[config.mk]
export PLATFORM = sky130hd
export DESIGN_NAME = crsp_bank
export DESIGN_NICKNAME = d
export VERILOG_FILES = /design/src/rtl/core/catmull_rom_spline_point_top_macros.svh /design/src/rtl/core/crsp_pkg.sv /design/src/rtl/core/crsp_bank.sv
export SDC_FILE = /design/constraint.sdc
export NUM_CORES = 2
export LEC_CHECK = 0
export ABC_AREA = 1
export BUFFER_PORTS_ARGS = -buffer_cell sky130_fd_sc_hd__buf_4
export CORE_MARGIN = 10
export CORE_UTILIZATION = 43
export DETAILED_ROUTE_END_ITERATION = 7
export HOLD_SLACK_MARGIN = 0.08
export REMOVE_ABC_BUFFERS = 1
export SLEW_MARGIN = 20
export SYNTH_ARGS = -nofsm -noshare
export SYNTH_HDL_FRONTEND = slang
export SYNTH_SLANG_ARGS = --single-unit
[constraint.sdc]
create_clock -name i_clk -period 22 [get_ports i_clk]
set_clock_uncertainty 0.2 [all_clocks]
set_input_delay 1.1 -clock i_clk [delete_from_list [all_inputs] [get_ports i_clk]]
set_output_delay 1.1 -clock i_clk [all_outputs]
set_load 0.05 [all_outputs]
[src/rtl/core/catmull_rom_spline_point_top_macros.svh]
// Assertion macros for the control block of the spline point evaluator.
`ifndef CATMULL_ROM_SPLINE_POINT_TOP_MACROS_SVH
`define CATMULL_ROM_SPLINE_POINT_TOP_MACROS_SVH
`ifndef SYNTHESIS
// Same-cycle implication, checked on every clock edge outside reset.
`define CRSP_ASSERT_SAME(lbl, ante, cons, msg) \
    lbl: assert property (@(posedge i_clk) disable iff (!i_rst_n) (ante) |-> (cons)) \
        else $error(msg);
// Next-cycle implication, checked on every clock edge outside reset.
`define CRSP_ASSERT_NEXT(lbl, ante, cons, msg) \
    lbl: assert property (@(posedge i_clk) disable iff (!i_rst_n) (ante) |=> (cons)) \
        else $error(msg);
`else
`define CRSP_ASSERT_SAME(lbl, ante, cons, msg)
`define CRSP_ASSERT_NEXT(lbl, ante, cons, msg)
`endif
`endif

[src/rtl/core/crsp_pkg.sv]
// Shared types and constants for the spline point evaluator.
package crsp_pkg;

    localparam int COORD_W        = 32;
    localparam int INDEX_W        = 6;
    localparam int COUNT_W        = 7;
    localparam int FRAC_W         = 16;
    localparam int T_W            = FRAC_W + 1;
    localparam int LANES          = 4;
    localparam int NUM_BANKS      = 4;
    localparam int NUM_STAGES     = 7;
    localparam int MAX_POINTS_DEF = 64;

    localparam logic [T_W-1:0]     T_ONE       = T_W'(1) << FRAC_W;
    localparam logic [COUNT_W-1:0] MIN_POINTS  = COUNT_W'(4);
    localparam logic [COUNT_W-1:0] COUNT_RESET = COUNT_W'(4);

    typedef enum logic {
        OP_WRITE = 1'b0,
        OP_EVAL  = 1'b1
    } t_op;

    // One control point: lane 0 is x, then y, z and w.
    typedef logic [LANES-1:0][COORD_W-1:0] t_point;

    typedef struct packed {
        t_op                        operation;
        logic [INDEX_W-1:0]         point_index;
        logic signed [COORD_W-1:0]  coord_x;
        logic signed [COORD_W-1:0]  coord_y;
        logic signed [COORD_W-1:0]  coord_z;
        logic signed [COORD_W-1:0]  coord_w;
        logic [T_W-1:0]             param_t;
    } t_in_word;

    typedef struct packed {
        logic signed [COORD_W-1:0]  pos_x;
        logic signed [COORD_W-1:0]  pos_y;
        logic signed [COORD_W-1:0]  pos_z;
        logic signed [COORD_W-1:0]  pos_w;
        logic                       clamped;
    } t_out_word;

    // Pipeline control from the sequencer to the banks and lanes.
    typedef struct packed {
        logic [NUM_STAGES:0] load;
        logic [1:0]          rot;
        logic [T_W-1:0]      t1;
        logic [T_W-1:0]      t3;
        logic [T_W-1:0]      t5;
        logic                use_pt;
    } t_pipe_ctl;

endpackage

[src/rtl/core/crsp_bank.sv]
// One interleaved bank of the control point table with a registered read port.
module crsp_bank #(
    parameter int DEPTH = 16,
    parameter int RW    = 4
) (
    input  logic             i_clk,
    input  logic             i_we,
    input  logic             i_re,
    input  logic [RW-1:0]    i_row,
    input  crsp_pkg::t_point i_wdata,
    output crsp_pkg::t_point o_rdata
);
    import crsp_pkg::*;

    t_point r_mem [DEPTH];
    t_point r_rdata;

    // Write and read share the row address; an item does one or the other.
    always_ff @(posedge i_clk) begin
        if (i_we) begin
            r_mem[i_row] <= i_wdata;
        end
        if (i_re) begin
            r_rdata <= r_mem[i_row];
        end
    end

    assign o_rdata = r_rdata;

endmodule

# Word-level counts from Yosys, hierarchy flattened
# Memories as Yosys holds them, arrays and structs flattened. A register that Yosys moved wholly into a read port is not among the register bits.
# Cells that the tools add are included.
# W data, S select, Z words.
# op_classes
mux,2
# ops
op,count
$mux W1,2
# totals
ff_bits,0
ram_bits,2048
inputBits,135
memories,1
# memory_table
name,depth,word_bits,rd,rd_ports_with_merged_regs,write_ports,line_no,source
r_mem,16,128,1,1,1,crsp_bank.sv:15,t_point r_mem [DEPTH];

# Longest topological paths before layout
# depth
depth_word,2
mapped_depth,13
mapped_depth_nobuf,9

# Worst setup path after synthesis
# No wires, ideal clock.
# synth_timing
kind,input port to flip-flop
from,input port i_row[0]
to,"memory r_mem[0][0] (netlist name), enable pin"
arrival_ps,7207
slack_ps,13975
stages,7
cell_sequence,buf_4 -> inv_4 -> buf_6 -> buf_6 -> buf_2 -> nand3_1 -> nor2_1
# synth_lines
element,line_no,source
from (decl),crsp_bank.sv:9,"input logic [RW-1:0] i_row,"
to (decl),crsp_bank.sv:15,
# No word-level cell before the write port.

# Final worst setup path
# layout_timing
from,input port i_row[0]
to,"memory r_mem[14][48] (netlist name), enable pin"
# No word-level cell before the write port.

==> flow_summary.yaml <==
critical_path:
  cpMostUsedCell: "buf_4"
  regToRegSetupSlack_ps: 20420
  worstSetupStartpointType: "input pin"
  rr_endpoint: "o_rdata[69]"
  worst_r2r_startpoint: "r_mem[14][69]"
  worst-r2r-cell-count: 8
  required_ps: 22250
  worstPathCellList: "buf_8 > inv_16 > nand3_1 > nor2_4 > buf_4 > buf_4"
  crit_fanout: 190
  worst-setup-path-type: "input pin to flip-flop"
  worst_ep_arrival_time_ps: 5150
  cp.buffers_inverters: 4
  timing.critical_path.slowest_stage_cell: "buf_4"
  critPathCaptureType: "flip-flop"
  timing.critical_path.max_delay_family: "buffers and inverters"
  largest_stage_delay_on_the_critical_path_ps: 940
floorplan:
  fp.dieArea_sq_um: 225400
  die_w_um: 474.8
  die_h_um: 474.8
  io-pin-count: 263
  num_rows: 166
  floorplan.core_area_sq_um: 205200
  floorplan.initialDensity_pct: 43.34
clocking:
  cts_tree: "done"
  htree_levels: 4
  tritoncts_num_sinks: 2176
  clkTransAtPathRegs_ps: 60
  post_cts_hold_buffer_count: 0
  cts.path.max_buffers: 3
  post_cts_buffers: 0
  cts_resized: 0
  cts-buffers-inserted: 222
  worstSkewPairLatency_ps: 850
  ctsRootBufferMaster: "clkbuf_16"
min_path:
  worst_hold_endpoint: "r_mem[5][79]"
  min-delay-path-class: "input pin to flip-flop"
  hold_path_startpoint: "i_wdata[79]"
  min_path_cells: 1
finish:
  layout-drive-gt1-share_pct: 7.398
  postLayoutCoreUtil_pct: 48.82
  final_net_count: 8675
  areaGrowthSynthToFinish_pct: 12.66
  post_layout_instance_area_sq_um: 100200
  ff_latch_area_sq_um: 65340
  n_fill_cell: 18214
  multiInputGateArea_sq_um: 20890
yosys:
  synth.lib_cells_used.distinct: 12
  synth.avg_cell_area_sq_um: 10.63
  postSynth.asyncResetShare_pct: 0
  post-synth-top-area-fraction_pct: 73.48
  ys_ff_latch: 2176
  netlist_instances: 8363
  yosys_most_used_dff: "edfxtp_1"
  ys.warnings.count: 0
  seq_area_frac_synth_pct: 73.48
  synthMostInstantiatedCell: "nand2_1"
  syn_area_sq_um: 88930
  synth_top_cells_by_area: "edfxtp_1 73%, nand2_1 23%, buf_2 1.4%, inv_1 1.1%, clkbuf_1 0.45%"
  yosys.area.top_type: "edfxtp_1"
  synth_top_cells_by_count: "5,506 x nand2_1, 2,176 x edfxtp_1, 261 x inv_1"
  count_of_flip_flops_with_a_built_in_enable_after_synthesis: 2176
placed_design:
  routabilityCongestion: 0.7544
  place_hpwl_mm: 114.0
  placed_area_sq_um: 93400
  place_worst_setup_slack_ps: 16220
  numPortBuffers: 262
timing:
  worst_rel_slew_slack_pct: 22.17
  hold-worst-slack_ps: 342.6
  postLayoutSetupSlackWorst_ps: 17100
  worst-slew-pin-transition_ps: 1168
  unrepaired_setup_endpoints_after_global_routing: "false"
  final-max-slew-violation-count: 0
  finalCritPeriodShare_pct: 22.28
  timing.final.hold_violations: 0
  setup_viol_count_final: 0
  final_setup_tns_ps: 0
  max_clock_freq_mhz: 204.0
  period_needed_ps: 4902
route:
  via_count: 56663
  route.detailed.drc: 0
  drt_wl_total_mm: 229.1
  wl_per_cell_um: 20.07
  detail-route-antenna-nets: 0
  first_pass_iters: 6
  detail_route.vias_per_cell: 4.964
  first_iter_violations: 5207
global_route:
  grt_use_total_pct: 19.92
  largest_net_degree_at_the_start_of_global_routing: 227
  first_pass_grt_wire_length_mm: 344.6
  via_count_of_the_first_global_routing_pass: 54889
  gr-total-overflow: 0
  antenna_found_initial: 27
power_and_ir_drop:
  power_leakage_uw: 0.04172
  worst_ir_drop_vdd_mv: 0.06703
  power.density_nw_per_um2: 88.29
job:
  cap_violations: 0
status:
  outcome: "completed"
-- cells by family after synthesis --
group	count (synthesis)	share of synthesized area, %
buffers and inverters	659	3.184
and+or+nand+nor	5528	23.34
DFF	2176	73.48
-- metal layers --
layer | part of all wire [%] | up-vias | global-route usage, %
met5 | 0.077 | - | 0
met4 | 2.6 | 30 | 5.768
met3 | 6.3 | 337 | 3.819
met1 | 44 | 27498 | 27.25
li1 | - | 27282 | -
met2 | 47 | 1516 | 32.45
-- power breakdown --
| part | internal (uW) | switching, uW | leakage (uW) | total, uW |
|---|---|---|---|---|
| logic | 151 | 460 | 0.0187 | 611 |
| registers | 4670 | 29.6 | 0.0198 | 4700 |
| clock network | 1970 | 1560 | 0.00325 | 3530 |
| total | 6800 | 2050 | 0.0417 | 8850 |
-- registers in the layout (all words and copies together), names as in the netlist --
| register | count |
|---|---|
| r_mem | 2048 |
| o_rdata | 128 |
-- cells in the final DEF, fill, tap and decap left out, drive strengths merged, types with 6 or more instances in the layout --
| cell type | synthesis | layout |
|---|---|---|
| buf | 290 | 348 |
| bufinv | 0 | 8 |
| clkbuf | 106 | 295 |
| clkinv | 0 | 86 |
| clkinvlp | 0 | 6 |
| diode | 0 | 8 |
| edfxtp | 2176 | 2176 |
| inv | 263 | 272 |
| nand2 | 5506 | 5506 |
| nor2 | 18 | 18 |
-- worst max path at each step --
stage / start / to / cells after the start
3_3_place_gp: i_row[0] / r_mem[14][48] / 6
6_report: i_row[0] / r_mem[14][48] / 6
3_5_place_dp: i_row[0] / r_mem[14][104] / 6
5_1_grt: i_row[0] / o_rdata[66] / 13
2_1_floorplan: i_row[0] / r_mem[6][0] / 3
4_1_cts: i_row[0] / r_mem[14][48] / 6
-- metrics by stage --
| step | cells | total power (uW) |
|---|---|---|
| after floorplan | 7967 | 5143 |
| after global placement | 10999 | 5399 |
| after detailed placement | 11002 | 5407 |
| after CTS | 11405 | 8930 |
| after global routing | 11412 | 9163 |
| final | 11415 | 8845 |
-- layout make-up --
cell class | instances | area share [%]
antenna | 8 | 0.01998
sequential | 2176 | 65.22
multi-input combinational | 5528 | 20.85
timing repair buffer | 349 | 2.836
inverter | 263 | 1.019
tap | 2688 | 3.357
clock inverter | 109 | 0.8005
clock buffer | 294 | 5.899
Power figures use the tool's default switching activity.
