### config.mk
export PLATFORM = sky130hd
export DESIGN_NAME = crsp_ctrl
export DESIGN_NICKNAME = d
export VERILOG_FILES = /design/src/rtl/core/crsp_pkg.sv /design/src/rtl/core/crsp_ctrl.sv
export VERILOG_INCLUDE_DIRS = /design/src /design/src/rtl/core
export SDC_FILE = /design/constraint.sdc
export NUM_CORES = 1
export LEC_CHECK = 0
export BUFFER_PORTS_ARGS = -buffer_cell sky130_fd_sc_hd__buf_4
export CORE_MARGIN = 4
export CORE_UTILIZATION = 49
export DETAILED_ROUTE_END_ITERATION = 10
export GPL_ROUTABILITY_DRIVEN = 0
export GPL_TIMING_DRIVEN = 0
export PLACE_DENSITY = 0.91
export SLEW_MARGIN = 20
export SYNTH_ARGS = -nofsm -noshare
export SYNTH_HDL_FRONTEND = slang
export SYNTH_SLANG_ARGS = --single-unit
export TNS_END_PERCENT = 5
### constraint.sdc
create_clock -name i_clk -period 14.38 [get_ports i_clk]
set_clock_uncertainty 0.1 [all_clocks]
set_input_delay 2.876 -clock i_clk [delete_from_list [all_inputs] [get_ports i_clk]]
set_output_delay 2.876 -clock i_clk [all_outputs]
set_load 0.005 [all_outputs]
### src/rtl/core/catmull_rom_spline_point_top_macros.svh
// Assertion macros for the control block of the spline point evaluator.
`ifndef CATMULL_ROM_SPLINE_POINT_TOP_MACROS_SVH
`define CATMULL_ROM_SPLINE_POINT_TOP_MACROS_SVH
`ifndef SYNTHESIS
// Same-cycle implication, checked on every clock edge outside reset.
`define CRSP_ASSERT_SAME(lbl, ante, cons, msg) \
    lbl: assert property (@(posedge i_clk) disable iff (!i_rst_n) (ante) |-> (cons)) \
        else $error(msg);
// Next-cycle implication, checked on every clock edge outside reset.
`define CRSP_ASSERT_NEXT(lbl, ante, cons, msg) \
    lbl: assert property (@(posedge i_clk) disable iff (!i_rst_n) (ante) |=> (cons)) \
        else $error(msg);
`else
`define CRSP_ASSERT_SAME(lbl, ante, cons, msg)
`define CRSP_ASSERT_NEXT(lbl, ante, cons, msg)
`endif
`endif

### src/rtl/core/crsp_pkg.sv
// Shared types and constants for the spline point evaluator.
package crsp_pkg;

    localparam int COORD_W        = 32;
    localparam int INDEX_W        = 6;
    localparam int COUNT_W        = 7;
    localparam int FRAC_W         = 16;
    localparam int T_W            = FRAC_W + 1;
    localparam int LANES          = 4;
    localparam int NUM_BANKS      = 4;
    localparam int NUM_STAGES     = 7;
    localparam int MAX_POINTS_DEF = 64;

    localparam logic [T_W-1:0]     T_ONE       = T_W'(1) << FRAC_W;
    localparam logic [COUNT_W-1:0] MIN_POINTS  = COUNT_W'(4);
    localparam logic [COUNT_W-1:0] COUNT_RESET = COUNT_W'(4);

    typedef enum logic {
        OP_WRITE = 1'b0,
        OP_EVAL  = 1'b1
    } t_op;

    // One control point: lane 0 is x, then y, z and w.
    typedef logic [LANES-1:0][COORD_W-1:0] t_point;

    typedef struct packed {
        t_op                        operation;
        logic [INDEX_W-1:0]         point_index;
        logic signed [COORD_W-1:0]  coord_x;
        logic signed [COORD_W-1:0]  coord_y;
        logic signed [COORD_W-1:0]  coord_z;
        logic signed [COORD_W-1:0]  coord_w;
        logic [T_W-1:0]             param_t;
    } t_in_word;

    typedef struct packed {
        logic signed [COORD_W-1:0]  pos_x;
        logic signed [COORD_W-1:0]  pos_y;
        logic signed [COORD_W-1:0]  pos_z;
        logic signed [COORD_W-1:0]  pos_w;
        logic                       clamped;
    } t_out_word;

    // Pipeline control from the sequencer to the banks and lanes.
    typedef struct packed {
        logic [NUM_STAGES:0] load;
        logic [1:0]          rot;
        logic [T_W-1:0]      t1;
        logic [T_W-1:0]      t3;
        logic [T_W-1:0]      t5;
        logic                use_pt;
    } t_pipe_ctl;

endpackage

### src/rtl/core/crsp_ctrl.sv
// Admission, bank addressing and pipeline flow control of the spline evaluator.
`include "catmull_rom_spline_point_top_macros.svh"
module crsp_ctrl #(
    parameter int MAX_POINTS = crsp_pkg::MAX_POINTS_DEF,
    parameter int RW         = 4
) (
    input  logic                                        i_clk,
    input  logic                                        i_rst_n,
    input  logic                                        i_in_valid,
    input  crsp_pkg::t_in_word                          i_word,
    input  logic [crsp_pkg::COUNT_W-1:0]                i_count,
    input  logic                                        i_out_stall,
    output logic                                        o_in_stall,
    output logic [crsp_pkg::NUM_BANKS-1:0]              o_we,
    output logic [crsp_pkg::NUM_BANKS-1:0][RW-1:0]      o_row,
    output crsp_pkg::t_pipe_ctl                         o_ctl,
    output logic                                        o_out_valid
);
    import crsp_pkg::*;

    logic [NUM_STAGES-1:0] r_v, n_v;
    logic                  r_out_valid, n_out_valid;
    logic [NUM_STAGES:0]   free;
    logic [NUM_STAGES-1:0] move;
    logic [NUM_STAGES:0]   load;
    logic                  acc, is_write, in_range, use_pt;
    logic [COUNT_W-1:0]    n_lo, n_use, idx_ext, base;
    logic [COUNT_W:0]      addr;
    logic [RW-1:0]         wrow;
    logic [T_W-1:0]        t_clip;

    logic [1:0]            r_rot;
    logic [T_W-1:0]        r_t [NUM_STAGES-1];
    logic [NUM_STAGES-1:0] r_use;

    // Stage k moves on when the stage after it is empty or moving too.
    always_comb begin
        free[NUM_STAGES] = !r_out_valid || !i_out_stall;
        for (int k = NUM_STAGES - 1; k >= 0; k--) begin
            move[k] = r_v[k] && free[k+1];
            free[k] = !r_v[k] || move[k];
        end
        acc        = i_in_valid && free[0];
        o_in_stall = !free[0];
        is_write   = (i_word.operation == OP_WRITE);
        load[0]    = acc && !is_write;
        for (int k = 0; k < NUM_STAGES; k++) begin
            load[k+1] = move[k];
            n_v[k]    = load[k] || (r_v[k] && !move[k]);
        end
        n_out_valid = load[NUM_STAGES] || (r_out_valid && i_out_stall);
    end

    // Effective point count, segment base and the clamped-index cases.
    always_comb begin
        n_lo    = (i_count < MIN_POINTS) ? MIN_POINTS : i_count;
        n_use   = (32'(n_lo) > MAX_POINTS) ? COUNT_W'(MAX_POINTS) : n_lo;
        idx_ext = COUNT_W'(i_word.point_index);
        if (i_word.point_index == '0) begin
            base   = COUNT_W'(1);
            use_pt = 1'b1;
        end else if (idx_ext > n_use - COUNT_W'(3)) begin
            base   = n_use - COUNT_W'(2);
            use_pt = 1'b1;
        end else begin
            base   = idx_ext - COUNT_W'(1);
            use_pt = 1'b0;
        end
        t_clip   = (i_word.param_t > T_ONE) ? T_ONE : i_word.param_t;
        in_range = (32'(i_word.point_index) < MAX_POINTS);
        wrow     = RW'(i_word.point_index >> 2);
    end

    // Consecutive entries fall in distinct banks; each bank reads its own row.
    always_comb begin
        addr = '0;
        for (int j = 0; j < NUM_BANKS; j++) begin
            addr    = {1'b0, base} + (COUNT_W+1)'(2'(2'(j) - base[1:0]));
            o_we[j] = acc && is_write && in_range && (i_word.point_index[1:0] == 2'(j));
            o_row[j] = is_write ? wrow : RW'(addr >> 2);
        end
    end

    // Valid bits of the stages and the output word.
    always_ff @(posedge i_clk) begin
        if (!i_rst_n) begin
            r_v         <= '0;
            r_out_valid <= 1'b0;
        end else begin
            r_v         <= n_v;
            r_out_valid <= n_out_valid;
        end
    end

    // Per-item side information that travels alongside the lanes.
    always_ff @(posedge i_clk) begin
        if (load[0]) begin
            r_rot    <= base[1:0];
            r_t[0]   <= t_clip;
            r_use[0] <= use_pt;
        end
        for (int k = 1; k < NUM_STAGES; k++) begin
            if (load[k]) begin
                r_use[k] <= r_use[k-1];
            end
        end
        for (int k = 1; k < NUM_STAGES - 1; k++) begin
            if (load[k]) begin
                r_t[k] <= r_t[k-1];
            end
        end
    end

    always_comb begin
        o_ctl.load   = load;
        o_ctl.rot    = r_rot;
        o_ctl.t1     = r_t[1];
        o_ctl.t3     = r_t[3];
        o_ctl.t5     = r_t[5];
        o_ctl.use_pt = r_use[NUM_STAGES-1];
    end

    assign o_out_valid = r_out_valid;

    // An evaluate word fills the first stage, a write word never does.
    `CRSP_ASSERT_NEXT(a_entry_kind, acc, r_v[0] == $past(i_word.operation == OP_EVAL), "stage 0 fill does not match the accepted word")
    // Words in flight change only by entries and deliveries.
    `CRSP_ASSERT_NEXT(a_no_loss, i_rst_n, ($countones({r_v, r_out_valid}) == $past($countones({r_v, r_out_valid})) + int'($past(load[0])) - int'($past(r_out_valid && !i_out_stall))), "a word was lost or duplicated in the pipeline")
    // An empty first stage never stalls the input.
    `CRSP_ASSERT_SAME(a_empty_accepts, !r_v[0], !o_in_stall, "input stalled with an empty first stage")

endmodule

# After elaboration in Yosys (flattened, before gate mapping)
# Memory sizes are Yosys's and may differ from the RTL's.
# Cells that the tools add are included.
# totals
ramBits	102
out_inout_bits	84
elab_cells	109
memories	1
ff_bits	17
in_bits	163
romBits	0
latch_bits	0
# op_classes
n_eq_ne	3
n_mux	22
n_div	0
n_shift	0
n_reduce_logical	57
n_lt_le_gt_ge	4
add_sub_neg	11
n_mul	0
bitwise_logic	1
# mem_list
name	words	word_bits	rd	rd_ports_with_merged_regs	write_ports	line	source
r_t	6	17	6	0	6	crsp_ctrl.sv:33	logic [T_W-1:0] r_t [NUM_STAGES-1];
# op_table
operator	count
$add A6 B2 Y6	4
$logic_and A1 B1 Y1	22
$gt A17 B17 Y1 const B	1
$logic_not A1 Y1	17
$mux W17	1
$logic_or A1 B1 Y1	16
$mux W4	4
$mux W7	2
$mux W1	13
$mux W6	2
$gt A6 B7 Y1	1
$gt A7 B7 Y1 const B	1
$lt A7 B3 Y1 const B	1
$sub A7 B2 Y7 const B	1
$logic_not A6 Y1	1
$sub A6 B1 Y6 const B	1
$sub A6 B2 Y6 const B	1
$eq A2 B2 Y1 const B	2
$sub A1 B2 Y2 const A	2
$sub A2 B2 Y2 const A	2
$eq A2 B1 Y1 const B	1
$logic_not A2 Y1	1
$not A1 Y1	1

# Longest topological paths before layout
# depth
depth_word	20
ltp_mapped	22
ltp_nobuf	20

# Worst setup path before layout
# Ideal clock, no wire load.
# synth_path
path_type	input-to-output
from	in i_count[3] (netlist bit)
to	out o_row[7] (netlist bit)
n_path_buf	2
slack_ps	4700
stages	20
required_ps	11404
t_arrival_ps	6704
cell_sequence	buf_2 -> nor4_1 -> or3b_1 -> buf_2 -> inv_1 -> ha_1 -> a21o_1 -> or3_1 -> a21oi_1 -> ha_1 -> nand4_1 -> nor2_1 -> a211o_2 -> nor2_2 -> nor2_1 -> a211oi_1 -> ha_1 -> inv_1 -> o311a_1 -> a311oi_1
# synth_rtl
element	line	source
start, declared	crsp_ctrl.sv:11	input logic [crsp_pkg::COUNT_W-1:0] i_count,
end, declared	crsp_ctrl.sv:15	output logic [crsp_pkg::NUM_BANKS-1:0][RW-1:0] o_row,

==> results by group <==
Clock network
  • Post-CTS Setup Bufs: 0
  • Clock Pin Slew Worst Setup and Hold Paths: 0.06 ns
  • H-tree depth: 4
  • Root Buffer: clkbuf_8
  • CTS tree: built
  • CTS buffer count: 17
  • CTS max path bufs: 2
  • CTS resizes: 0
  • # hold bufs at CTS: 0
  • Clock latency on the worst-skew pair: 0.50 ns
  • CTS sink cnt: 119

GRT
  • Met1 Track Usage GR: 0.220
  • Gr ovfl total: 0
  • Pin count of the biggest net entering global routing: 20
  • Met2 usage: 0.364
  • Global route hottest layer: met2
  • Met3 Use GR: 0.0504
  • Initial antenna violation count: 0
  • First-pass GRT wire length: 17.6 mm
  • GRT Total Usage: 0.199
  • Vias in the first global route: 3,361

Pwr
  • Leak: 2.46 nW
  • Register share of total power: 0.452
  • Comb power frac: 0.100
  • Internal power: 0.652 mW
  • NetSw: 0.198 mW
  • VDD IR-drop max: 0.0689 mV
  • Pwr per Cell Area: 130 mW/mm^2
  • Clock Power Share: 0.447
  • Total Power: 0.850 mW
  • Sw frac: 0.233

Flow run
  • Max Cap Viol: 0

Route
  • Pre-antenna DRT Iters: 5
  • ANT nets after route: 0
  • DRC viols: 0
  • Vias: 3,280
  • Starting DRT DRC Count: 225
  • WL/cell: 18.4 um
  • Vias per inst: 5.35
  • Final WL: 11.3 mm

Setup path
  • Reg2Reg Setup Slack: 11.57 ns
  • Critical path endpoint category: output pin
  • Worst path arrival time: 7.34 ns
  • Worst endpoint required time: 11.40 ns
  • Worst path slowest cell: nor2_2
  • Crit path max fanout: 10
  • CP max stage delay: 0.38 ns
  • CP Launch Point: i_count[3]
  • RR Startpoint: o_out_valid$_SDFF_PN0_
  • Delay-heaviest family, CP: compound AO/OA/AOI/OAI gates
  • R2R cell count: 8
  • CP bufs+invs: 5
  • FF-to-FF End: r_t[0][11]$_SDFFCE_PN0P_
  • CP Launch Type: input port
  • Most Frequent Cell on Critical Path: ha_1
  • Critical path class: in2out
  • Crit path cell chain: buf_2 -> nor4_1 -> or3b_1 -> buf_2 -> inv_1 -> ha_1 -> a21o_1 -> or3_1 -> a21oi_1 -> ha_1 -> nand4_1 -> nor2_1 -> a211o_2 -> nor2_2 -> nor2_1 -> a211oi_1 -> ha_1 -> inv_1 -> o311a_1 -> a311oi_1 -> buf_4

Die
  • I/O pin total: 247
  • Initial Util: 0.503
  • CORE AREA: 0.00973 mm^2
  • Die ar.: 0.0116 mm^2
  • Die H: 108 um
  • Die X: 108 um
  • Row Count: 36

Placement
  • Port bufs: 117
  • Dpl cell area: 0.00599 mm^2
  • DP Wirelength: 7.94 mm
  • Pre-CTS setup slack: 4.12 ns

STA
  • TNS Setup: 0 ns
  • Final setup fails: 0
  • Final period utilization: 0.717
  • Least-Margin Pin Slew: 0.902 ns
  • Fin. max-slew vios: 0
  • Final Worst Setup Slack: 4.07 ns
  • Tightest hold margin: 0.312 ns
  • Min cycle time layout: 10.31 ns
  • Achievable Freq: 97.0 MHz
  • RSZ-0062 raised after global routing: no
  • Final Hold Viols: 0
  • Max_slew headroom: 0.396

Logic synthesis
  • Distinct cells, synth: 55
  • Synthesized cell area: 0.00489 mm^2
  • Syn avg cell area: 15.0 um^2
  • Sequential share of the synthesized area: 0.714
  • Synth top area share: 0.682
  • Number of synthesized flops with an enable pin: 111
  • Syn Inst Count: 327
  • Post-synth top area cell: edfxtp_1
  • Ys async rst share: 0
  • Syn nets: 505
  • Main synth FF type: edfxtp_1
  • Top post-synthesis cells by area: edfxtp_1 (68%), ha_1 (3.8%), dfxtp_1 (3.3%)
  • Synth warn: 0
  • Synthesized flop and latch total: 119

Final layout
  • # nets final: 645
  • Filler instances: 648
  • Ant diodes: 0
  • Most common cell after layout, fill and taps aside: buf_4
  • Fraction of layout cells with a size suffix above 1: 0.358
  • P&R area growth vs syn: 33.8%
  • Commonest non-fill, non-tap cells in the layout: buf_4 (121), edfxtp_1 (111), nor2b_1 (21), nor2_1 (17)
  • Design area: 0.00654 mm^2

Min path
  • WHS Path Cells: 0
  • Worst Hold End: r_t[3][7]$_DFFE_PP_
  • Hold crit path type: reg2reg
  • Worst hold start: r_t[2][7]$_DFFE_PP_

Status
  • Status: completed
==> Yosys cell counts, types with 2 or more instances <==
cell type,n
buf_4,2
or3b_1,2
nor3b_1,3
dfxtp_1,8
o21a_1,7
a311oi_1,2
xor2_1,2
nand2b_1,2
mux2i_1,4
o311a_1,2
buf_2,3
a21oi_1,16
nor4_1,6
a211oi_1,2
nor2_1,17
o21ai_1,2
nor3_1,6
inv_1,13
mux2_2,2
nand3_1,6
a21boi_0,3
ha_1,15
and3_1,5
nand2_1,16
edfxtp_1,111
and2_1,7
nor2b_1,24
or3_1,2
xnor2_1,7
nand4_1,2
o21ai_0,4
==> sequential cells by signal, indices dropped and copies added (netlist names) <==
| register | flops |
|---|---|
| r_use | 7 |
| r_v | 7 |
| o_out_valid | 1 |
| r_rot | 2 |
| r_t | 102 |
==> worst reg2reg max path, cell delays in order, from the launching register on <==
cell and delay (ns):
dfxtp_1 0.33, and3_1 0.20, and2_1 0.23, and3_1 0.24, and2_1 0.24, and3_1 0.31, nor3b_2 0.36, buf_4 0.27
buf_4 0.22
==> worst max path at each step <==
| stage | end | cells after the start |
|---|---|---|
| floorplan | o_row[7] | 20 |
| CTS | o_row[11] | 21 |
| detailed placement | o_row[11] | 21 |
| global route | o_row[11] | 21 |
| finish | o_row[11] | 21 |
| global placement | o_row[11] | 21 |
==> layout make-up <==
cell class	count	area, um^2	share of cell area
clock buffer	18	418	0.0639
clock inverter	14	130	0.0199
timing repair buffer	121	916	0.140
sequential	119	3490	0.534
multi-input combinational	188	1320	0.202
inverter	13	48.8	0.00746
tap	133	166	0.0254
buffer	7	45.0	0.00689
==> per-stage QoR <==
step | instances | utilization
finish | 613 | 0.672
global route | 613 | 0.672
CTS | 613 | 0.672
detailed placement | 581 | 0.616
global placement | 577 | 0.610
floorplan | 327 | -
==> metal layers <==
metal | part of all wire | vias to the layer above
li1 | - | 1524
met1 | 0.37 | 1554
met2 | 0.54 | 173
met3 | 0.069 | 29
met4 | 0.027 | 0
met5 | 0 | -
==> logic make-up after synthesis <==
| family | share of synthesized area |
|---|---|
| compound gates | 0.0770 |
| xor+xnor | 0.0161 |
| simple gates | 0.120 |
| flops | 0.714 |
| buf+inv | 0.0192 |
| fa+ha+maj | 0.0384 |
| mux | 0.0151 |
==> power by group through the flow <==
stage | clock, mW | sequential (mW) | combinational [mW]
final | 0.380 | 0.384 | 0.0853
after global routing | 0.403 | 0.384 | 0.0929
after CTS | 0.386 | 0.384 | 0.0848
after detailed placement | 0 | 0.391 | 0.0840
after global placement | 0 | 0.391 | 0.0797
after floorplan | 0 | 0.390 | 0.0479
(Power assumes the default switching activity.)
